File: src/rtl/km1d_pkg.sv
`timescale 1ns / 1ps
`default_nettype none

package km1d_pkg;

  localparam int VALUE_W     = 32;
  localparam int BIT_IDX_W   = $clog2(VALUE_W);
  localparam int ERR_W       = 42;
  localparam int LABEL_OUT_W = 12;
  localparam int IDX_W       = 10;
  localparam int OP_W        = 2;
  localparam int KIND_W      = 2;
  localparam int ROUNDS_W    = 8;
  localparam int NUMK_W      = 4;
  localparam int GROUP_W     = 8;
  localparam int CFG_W       = 8;
  localparam int CFG_IDX_W   = 2;

  localparam logic [OP_W-1:0] OP_LOAD   = 2'd0;
  localparam logic [OP_W-1:0] OP_LABEL  = 2'd1;
  localparam logic [OP_W-1:0] OP_CENTER = 2'd2;

  localparam logic [KIND_W-1:0] KIND_DONE   = 2'd0;
  localparam logic [KIND_W-1:0] KIND_LABEL  = 2'd1;
  localparam logic [KIND_W-1:0] KIND_CENTER = 2'd2;

  localparam logic [CFG_IDX_W-1:0] REG_NUM_CLUSTERS = 2'd0;
  localparam logic [CFG_IDX_W-1:0] REG_GROUP_INDEX  = 2'd1;
  localparam logic [CFG_IDX_W-1:0] REG_MAX_ROUNDS   = 2'd2;

  typedef struct packed {
    logic [OP_W-1:0]    opcode;
    logic [VALUE_W-1:0] sample_value;
    logic [IDX_W-1:0]   item_index;
    logic               last_sample;
  } km1d_cmd_t;

  typedef struct packed {
    logic [KIND_W-1:0]      result_kind;
    logic [LABEL_OUT_W-1:0] cluster_label;
    logic [VALUE_W-1:0]     center_value;
    logic [ROUNDS_W-1:0]    rounds_done;
    logic [ERR_W-1:0]       total_error;
    logic                   hit_cap;
  } km1d_rsp_t;

  typedef struct packed {
    logic [ROUNDS_W-1:0] rounds;
    logic [ERR_W-1:0]    total_error;
    logic                hit_cap;
  } km1d_done_t;

endpackage

`default_nettype wire

File: src/rtl/km1d_div.sv
`timescale 1ns / 1ps
`default_nettype none

module km1d_div #(
  parameter int NW = 43,
  parameter int DW = 11
) (
  input  logic          clk,
  input  logic          rst,
  input  logic          start,
  input  logic [NW-1:0] num,
  input  logic [DW-1:0] den,
  output logic          done,
  output logic [NW-1:0] quo
);
  localparam int CW = $clog2(NW + 1);

  logic [CW-1:0] cnt;
  logic          run;
  logic [DW-1:0] rem;
  logic [DW-1:0] den_r;
  logic [DW:0]   rsh;
  logic [DW:0]   trial;

  // one quotient bit per cycle, restoring
  assign rsh   = {rem, quo[NW-1]};
  assign trial = rsh - {1'b0, den_r};

  always_ff @(posedge clk) begin
    if (rst) begin
      run  <= 1'b0;
      done <= 1'b0;
    end else begin
      done <= 1'b0;
      if (start) begin
        run   <= 1'b1;
        cnt   <= CW'(NW);
        rem   <= '0;
        quo   <= num;
        den_r <= den;
      end else if (run) begin
        if (!trial[DW]) begin
          rem <= trial[DW-1:0];
          quo <= {quo[NW-2:0], 1'b1};
        end else begin
          rem <= rsh[DW-1:0];
          quo <= {quo[NW-2:0], 1'b0};
        end
        cnt <= cnt - CW'(1);
        if (cnt == CW'(1)) begin
          run  <= 1'b0;
          done <= 1'b1;
        end
      end
    end
  end
endmodule

`default_nettype wire

File: src/rtl/km1d_core.sv
`timescale 1ns / 1ps
`default_nettype none

module km1d_core #(
  parameter int MAX_SAMPLES  = 1024,
  parameter int MAX_CLUSTERS = 8
) (
  input  logic                                    clk,
  input  logic                                    rst,
  input  logic                                    start,
  input  logic [$clog2(MAX_SAMPLES+1)-1:0]        n,
  input  logic [km1d_pkg::NUMK_W-1:0]             num_clusters,
  input  logic [km1d_pkg::ROUNDS_W-1:0]           max_rounds,
  output logic                                    s_re,
  output logic [$clog2(MAX_SAMPLES)-1:0]          s_raddr,
  input  logic [km1d_pkg::VALUE_W-1:0]            s_rdata,
  output logic                                    l_we,
  output logic [$clog2(MAX_SAMPLES)-1:0]          l_waddr,
  output logic [((MAX_CLUSTERS > 1) ? $clog2(MAX_CLUSTERS) : 1)-1:0] l_wdata,
  input  logic [((MAX_CLUSTERS > 1) ? $clog2(MAX_CLUSTERS) : 1)-1:0] center_idx,
  output logic [km1d_pkg::VALUE_W-1:0]            center_val,
  output logic                                    busy,
  output logic                                    done_valid,
  input  logic                                    done_ack,
  output km1d_pkg::km1d_done_t                    res,
  output logic [$clog2(MAX_CLUSTERS+1)-1:0]       k_out
);
  import km1d_pkg::*;

  localparam int SW   = $clog2(MAX_SAMPLES);
  localparam int CNTW = $clog2(MAX_SAMPLES + 1);
  localparam int LW   = (MAX_CLUSTERS > 1) ? $clog2(MAX_CLUSTERS) : 1;
  localparam int KW   = $clog2(MAX_CLUSTERS + 1);
  localparam int SUMW = VALUE_W + CNTW;
  localparam int DVW  = (CNTW > KW + 1) ? CNTW : KW + 1;
  localparam int VW   = VALUE_W;
  localparam int BW   = BIT_IDX_W;

  localparam logic [3:0] S_IDLE  = 4'd0;
  localparam logic [3:0] S_RANK  = 4'd1;
  localparam logic [3:0] S_RANKW = 4'd2;
  localparam logic [3:0] S_SCAN  = 4'd3;
  localparam logic [3:0] S_BIT   = 4'd4;
  localparam logic [3:0] S_AINIT = 4'd5;
  localparam logic [3:0] S_ARD   = 4'd6;
  localparam logic [3:0] S_ACMP  = 4'd7;
  localparam logic [3:0] S_AUPD  = 4'd8;
  localparam logic [3:0] S_AEND  = 4'd9;
  localparam logic [3:0] S_UPD   = 4'd10;
  localparam logic [3:0] S_UPDW  = 4'd11;
  localparam logic [3:0] S_CHK1  = 4'd12;
  localparam logic [3:0] S_CHK2  = 4'd13;
  localparam logic [3:0] S_DONE  = 4'd14;

  logic [3:0]          state;
  logic [CNTW-1:0]     n_run;
  logic [KW-1:0]       k_run;
  logic [ROUNDS_W-1:0] cap_run;
  logic [KW-1:0]       c;
  logic [LW-1:0]       j;
  logic [LW-1:0]       best;
  logic [CNTW-1:0]     s;
  logic                rd_vld;
  logic [CNTW-1:0]     rank;
  logic [VW-1:0]       pref;
  logic [BW-1:0]       bitn;
  logic [CNTW-1:0]     cnt;
  logic [VW-1:0]       bd;
  logic [SUMW-1:0]     err;
  logic [SUMW-1:0]     new_err;
  logic [SUMW-1:0]     old_err;
  logic [SUMW+6:0]     d100;
  logic [ROUNDS_W-1:0] rounds;
  logic                hit;
  logic                first;

  logic [VW-1:0]       centers [MAX_CLUSTERS];
  logic [SUMW-1:0]     sums    [MAX_CLUSTERS];
  logic [CNTW-1:0]     counts  [MAX_CLUSTERS];

  logic                div_start;
  logic [SUMW-1:0]     div_num;
  logic [DVW-1:0]      div_den;
  logic                div_done;
  logic [SUMW-1:0]     div_quo;

  logic [LW-1:0]       csel;
  logic [VW-1:0]       cval;
  logic [VW-1:0]       x;
  logic [VW-1:0]       gap;
  logic [LW-1:0]       aidx;
  logic [SUMW-1:0]     sum_sel;
  logic [CNTW-1:0]     cnt_sel;
  logic [VW-1:0]       hmask;
  logic [VW-1:0]       bitmask;
  logic                match;
  logic [31:0]         kc;
  logic [KW-1:0]       k_eff;
  logic [ROUNDS_W-1:0] cap_eff;
  logic [CNTW-1:0]     rank_q;
  logic [SUMW-1:0]     rank_num;
  logic [SUMW-1:0]     ediff;
  logic                last_c;

  assign csel    = (state == S_ACMP) ? j : center_idx;
  assign cval    = centers[csel];
  assign x       = s_rdata;
  assign gap     = (x >= cval) ? x - cval : cval - x;
  assign aidx    = (state == S_AUPD) ? best : LW'(c);
  assign sum_sel = sums[aidx];
  assign cnt_sel = counts[aidx];
  assign last_c  = (c == k_run - KW'(1));

  // a sample matches when the bits above the one being decided equal the prefix found so far and that bit is zero
  assign hmask   = ~({VW{1'b1}} >> (BW'(VW - 1) - bitn));
  assign bitmask = VW'(1) << bitn;
  assign match   = (((x ^ pref) & hmask) == '0) && !x[bitn];

  assign kc      = (num_clusters == '0) ? 32'd1 :
                   ((32'(num_clusters) > MAX_CLUSTERS) ? MAX_CLUSTERS : 32'(num_clusters));
  assign k_eff   = KW'(kc);
  assign cap_eff = (max_rounds < ROUNDS_W'(2)) ? ROUNDS_W'(2) : max_rounds;

  assign rank_num = SUMW'((32'(c) * 32'd2 + 32'd1) * 32'(n_run));
  assign rank_q   = (div_quo >= SUMW'(n_run)) ? n_run - CNTW'(1) : CNTW'(div_quo);
  assign ediff    = (new_err >= old_err) ? new_err - old_err : old_err - new_err;

  assign div_start = (state == S_RANK) || (state == S_UPD && cnt_sel != '0);
  assign div_num   = (state == S_RANK) ? rank_num : sum_sel;
  assign div_den   = (state == S_RANK) ? DVW'(32'(k_run) * 32'd2) : DVW'(cnt_sel);

  km1d_div #(.NW(SUMW), .DW(DVW)) u_div (
    .clk   (clk),
    .rst   (rst),
    .start (div_start),
    .num   (div_num),
    .den   (div_den),
    .done  (div_done),
    .quo   (div_quo)
  );

  always_ff @(posedge clk) begin
    if (rst) begin
      state  <= S_IDLE;
      rd_vld <= 1'b0;
    end else begin
      case (state)
        S_IDLE: begin
          if (start) begin
            n_run   <= n;
            k_run   <= k_eff;
            cap_run <= cap_eff;
            c       <= '0;
            first   <= 1'b1;
            state   <= S_RANK;
          end
        end
        S_RANK: state <= S_RANKW;
        S_RANKW: begin
          if (div_done) begin
            rank   <= rank_q;
            pref   <= '0;
            bitn   <= BW'(VW - 1);
            s      <= '0;
            cnt    <= '0;
            rd_vld <= 1'b0;
            state  <= S_SCAN;
          end
        end
        S_SCAN: begin
          rd_vld <= (s < n_run);
          if (s < n_run) s <= s + CNTW'(1);
          if (rd_vld && match) cnt <= cnt + CNTW'(1);
          if (s == n_run && !rd_vld) state <= S_BIT;
        end
        S_BIT: begin
          if (rank >= cnt) begin
            pref <= pref | bitmask;
            rank <= rank - cnt;
          end
          if (bitn == '0) begin
            centers[LW'(c)] <= (rank >= cnt) ? (pref | bitmask) : pref;
            if (last_c) begin
              state <= S_AINIT;
            end else begin
              c     <= c + KW'(1);
              state <= S_RANK;
            end
          end else begin
            bitn  <= bitn - BW'(1);
            s     <= '0;
            cnt   <= '0;
            state <= S_SCAN;
          end
        end
        S_AINIT: begin
          for (int i = 0; i < MAX_CLUSTERS; i++) begin
            sums[i]   <= '0;
            counts[i] <= '0;
          end
          err   <= '0;
          s     <= '0;
          state <= S_ARD;
        end
        S_ARD: begin
          j     <= '0;
          state <= S_ACMP;
        end
        S_ACMP: begin
          if (j == '0 || gap < bd) begin
            bd   <= gap;
            best <= j;
          end
          if (KW'(j) == k_run - KW'(1)) state <= S_AUPD;
          else j <= j + LW'(1);
        end
        S_AUPD: begin
          sums[best]   <= sum_sel + SUMW'(x);
          counts[best] <= cnt_sel + CNTW'(1);
          err          <= err + SUMW'(bd);
          s            <= s + CNTW'(1);
          if (s == n_run - CNTW'(1)) state <= S_AEND;
          else state <= S_ARD;
        end
        S_AEND: begin
          if (first) begin
            new_err <= err;
            old_err <= '0;
            rounds  <= '0;
            first   <= 1'b0;
            c       <= '0;
            state   <= S_UPD;
          end else begin
            old_err <= new_err;
            new_err <= err;
            rounds  <= rounds + ROUNDS_W'(1);
            state   <= S_CHK1;
          end
        end
        S_UPD: begin
          if (cnt_sel != '0) state <= S_UPDW;
          else if (last_c) state <= S_AINIT;
          else c <= c + KW'(1);
        end
        S_UPDW: begin
          if (div_done) begin
            centers[LW'(c)] <= VW'(div_quo);
            if (last_c) begin
              state <= S_AINIT;
            end else begin
              c     <= c + KW'(1);
              state <= S_UPD;
            end
          end
        end
        S_CHK1: begin
          // times 100 as 64 + 32 + 4
          d100  <= ({7'd0, ediff} << 6) + ({7'd0, ediff} << 5) + ({7'd0, ediff} << 2);
          state <= S_CHK2;
        end
        S_CHK2: begin
          if (rounds >= ROUNDS_W'(2) && d100 <= {7'd0, old_err}) begin
            hit   <= 1'b0;
            state <= S_DONE;
          end else if (rounds >= cap_run) begin
            hit   <= 1'b1;
            state <= S_DONE;
          end else begin
            c     <= '0;
            state <= S_UPD;
          end
        end
        S_DONE: begin
          if (done_ack) state <= S_IDLE;
        end
        default: state <= S_IDLE;
      endcase
    end
  end

  assign s_re    = (state == S_SCAN && s < n_run) || (state == S_ARD);
  assign s_raddr = SW'(s);
  assign l_we    = (state == S_AUPD);
  assign l_waddr = SW'(s);
  assign l_wdata = best;

  assign center_val      = cval;
  assign busy            = (state != S_IDLE);
  assign done_valid      = (state == S_DONE);
  assign res.rounds      = rounds;
  assign res.total_error = ERR_W'(new_err);
  assign res.hit_cap     = hit;
  assign k_out           = k_run;

  a_div_done_when_waiting: assert property (@(posedge clk) disable iff (rst)
    div_done |-> (state == S_RANKW || state == S_UPDW))
    else $error("divider finished outside a wait state");

  a_label_in_range: assert property (@(posedge clk) disable iff (rst)
    l_we |-> (s < n_run))
    else $error("label write beyond sample count");

  a_done_holds: assert property (@(posedge clk) disable iff (rst)
    (done_valid && !done_ack) |=> done_valid)
    else $error("done dropped without acknowledge");

  a_round_bounds: assert property (@(posedge clk) disable iff (rst)
    done_valid |-> (rounds >= ROUNDS_W'(2) && rounds <= cap_run))
    else $error("round count out of bounds at done");

endmodule

`default_nettype wire

File: config.mk
export PLATFORM = sky130hd
export DESIGN_NAME = km1d_core
export DESIGN_NICKNAME = d
export VERILOG_FILES = /design/src/rtl/km1d_pkg.sv /design/src/rtl/km1d_div.sv /design/src/rtl/km1d_core.sv
export SDC_FILE = /design/constraint.sdc
export NUM_CORES = 2
export LEC_CHECK = 0
export BUFFER_PORTS_ARGS = -buffer_cell sky130_fd_sc_hd__buf_2
export CORE_ASPECT_RATIO = 1.1
export CORE_MARGIN = 5
export CORE_UTILIZATION = 61
export CTS_BUF_LIST = sky130_fd_sc_hd__clkbuf_4 sky130_fd_sc_hd__clkbuf_8
export CTS_CLUSTER_DIAMETER = 40
export DETAILED_ROUTE_END_ITERATION = 8
export GPL_ROUTABILITY_DRIVEN = 0
export GPL_TIMING_DRIVEN = 0
export PLACE_DENSITY = 0.81
export SKIP_CTS_REPAIR_TIMING = 1
export SYNTH_ARGS = -nofsm -noshare
export SYNTH_HDL_FRONTEND = slang
export SYNTH_SLANG_ARGS = --single-unit
File: constraint.sdc
create_clock -name clk -period 16.82 [get_ports clk]
set_clock_uncertainty 0.15 [all_clocks]
set_input_delay 0.841 -clock clk [delete_from_list [all_inputs] [get_ports clk]]
set_output_delay 0.841 -clock clk [all_outputs]
set_load 0.05 [all_outputs]
==> results.txt <==
Vias in the first global route -> 49.6k
Syn_nets -> 6344
Die height -> 355 µm
Core ar. -> 107000 µm²
Setup crit start kind -> flip-flop
Count leader, synth -> edfxtp_1
Routed via count -> 49.4k
Worst-path maximum fanout -> 20
Cts bufs inserted -> 177
Pwr Density -> 116 nW/µm²
Wirelength per Cell -> 24.4 µm
DRC viols -> 4
RSZ-0062 raised after global routing -> no
Worst Setup End Kind -> flip-flop
GRT overflow -> 0
Design area -> 73000 µm²
Max transition margin -> 6.44%
Clock Latency Late Sink -> 940 ps
Req. time, crit path -> 17260 ps
Starting Density -> 61.4%
Iteration-0 DRC Markers -> 6314
WS Path Type -> flip-flop to flip-flop
Largest net degree at the start of global routing -> 51
Post-synth top cells -> edfxtp_1 (1081), nor2_1 (822), ha_1 (437), a21oi_1 (353), inv_1 (333)
Die area -> 115000 µm²
Status -> finished, violations left
Peak Freq -> 86.5 MHz
Drt via density -> 6.39
Layout area overhead -> 10.9%
H-tree Lvls -> 4
Maximum vdd drop -> 103 µV
DP Area -> 69300 µm²
Area contributors post-synth -> edfxtp_1 (49%), ha_1 (8.3%), mux4_2 (5.1%)
Die Width -> 323 µm
CTS Buffer Depth -> 3
CTS tree -> built
DRT antenna net count -> 0
Layout cells sized above 1 -> 13.2%
Total of max-cap violations -> 0
Distinct cells, synth -> 95
Gate Count Post-Synth -> 5769
Clock Tree Root -> clkbuf_8
Register area share after synthesis -> 49.5%
First-pass GRT wire length -> 285 mm
Area of the multi-input gates -> 30600 µm²
Max Transition Viols Final -> 0
# setup viols final -> 0
CTS sink cnt -> 1088
I/O Buffers -> 174
I/O pin total -> 176
Worst Setup Slack, final -> 5260 ps
Hpwl dp -> 141 mm
Crit path top cell by count -> clkbuf_1
Fillcell total -> 7604
Violated checks -> design-rule violations
Fin crit period -> 11560 ps
Post-synth EDFFs -> 1081
Final Hold Fails -> 0
Register area -> 32600 µm²
Synth Cell Area -> 65800 µm²
Critical path's slowest cell -> buf_1
HP Class -> input port to flip-flop
Final worst path period share -> 68.8%
Synth area leader -> edfxtp_1
Top cell type's share of synthesized area -> 49.3%
Worst-Margin Slew -> 1370 ps
Fraction of registers with async set or reset after synthesis -> 0%
Placed cell count -> 7386
Initial antenna violation count -> 12
Syn Area/Cell -> 11.4 µm²
Fin nets -> 6744
Worst Path Arrival -> 12000 ps
Worst slack, placed -> 5500 ps
Final TNS setup -> 0 ps
Site Rows -> 126
Drt total wl -> 189 mm
Clock transition at the registers of the reported paths -> 60 ps
Final cell count without fillers -> 7736
Ys Warns -> 0
All-Layer GR Usage -> 32.5%
Yosys reg bits -> 1088
Core Util, Final -> 68.1%
CP max stage delay -> 810 ps
DR pass1 iterations -> 9
Ys flop type -> edfxtp_1
Leak pwr -> 28.3 nW
## registers in the layout (all words and copies together), names as in the netlist, 32 cells and up
name / flops
sums: 344
centers: 256
counts: 88
d100: 48
err: 43
new_err: 43
old_err: 43
u_div.quo: 43
bd: 32
pref: 32
## worst paths after layout
kind / startpoint / to / slack [ps] / cells after the start
setup / recovery: state[2]$_SDFFE_PP0P_ / bd[31]$_DFFE_PP_ / 5260 / 33
hold / removal: max_rounds[4] / cap_run[4]$_SDFFCE_PN0P_ / 60 / 2
setup reg to reg: state[2]$_SDFFE_PP0P_ / bd[31]$_DFFE_PP_ / 5260 / 33
hold reg to reg: err[5]$_SDFFCE_PN0P_ / new_err[5]$_DFFE_PP_ / 310 / 0
## kinds of logic after synthesis
family	Yosys count	synth area share [%]
mux	377	8.68
compound gates	1156	11.0
simple gates	1663	11.6
buf+inv	655	4.31
fa+ha+maj	515	10.6
flops	1088	49.5
xor+xnor	315	4.23
## layout make-up
type,count,share of cell area (%)
Sequential cell,1088,44.7
Multi-Input combinational cell,4026,41.9
Clock buffer,225,3.83
Tap cell,1408,2.41
Timing Repair Buffer,221,2.22
Buffer,320,2.16
Inverter,335,1.73
Clock inverter,100,1.05
Antenna cell,13,0.0446
## critical path: cells and delay by family (launching register included)
family                   cells  cell delay, ps
adder cells (fa/ha/maj)      2             720
AND/OR/NAND/NOR              8            1030
flip-flops                   1             440
AO/OA/AOI/OAI               11            2990
buffers and inverters        9            4120
multiplexers                 3            1760
## power by group
| part | switching (W) | leakage, nW | internal (W) |
|---|---|---|---|
| clock network | 0.00113 | 1.85 | 0.00121 |
| registers | 0.000113 | 9.40 | 0.00321 |
| logic | 0.00180 | 17.0 | 0.00101 |
| total | 0.00304 | 28.3 | 0.00543 |
## cells in the final DEF, fill, tap and decap left out, types with 183 or more instances in the layout
master	count
o21ai_0	250
a21oi_1	351
xnor2_1	186
edfxtp_1	1081
clkbuf_1	208
ha_1	437
mux2i_1	183
buf_2	189
nand2_1	254
a21o_1	196
inv_1	333
nor2_1	816
## stage by stage
step	total power (W)	hold slack, ps
3_3_place_gp	0.00602	292
4_1_cts	0.00842	-143
5_1_grt	0.00884	6.20
6_report	0.00847	58.0
3_5_place_dp	0.00610	295
2_1_floorplan	0.00532	281
## per-layer routing
metal,GRT usage [%],part of all wire (%)
met2,52.8,46
met5,0,0.037
met1,38.5,34
met4,20.3,7.8
met3,8.96,12
Power figures use the tool's default switching activity.
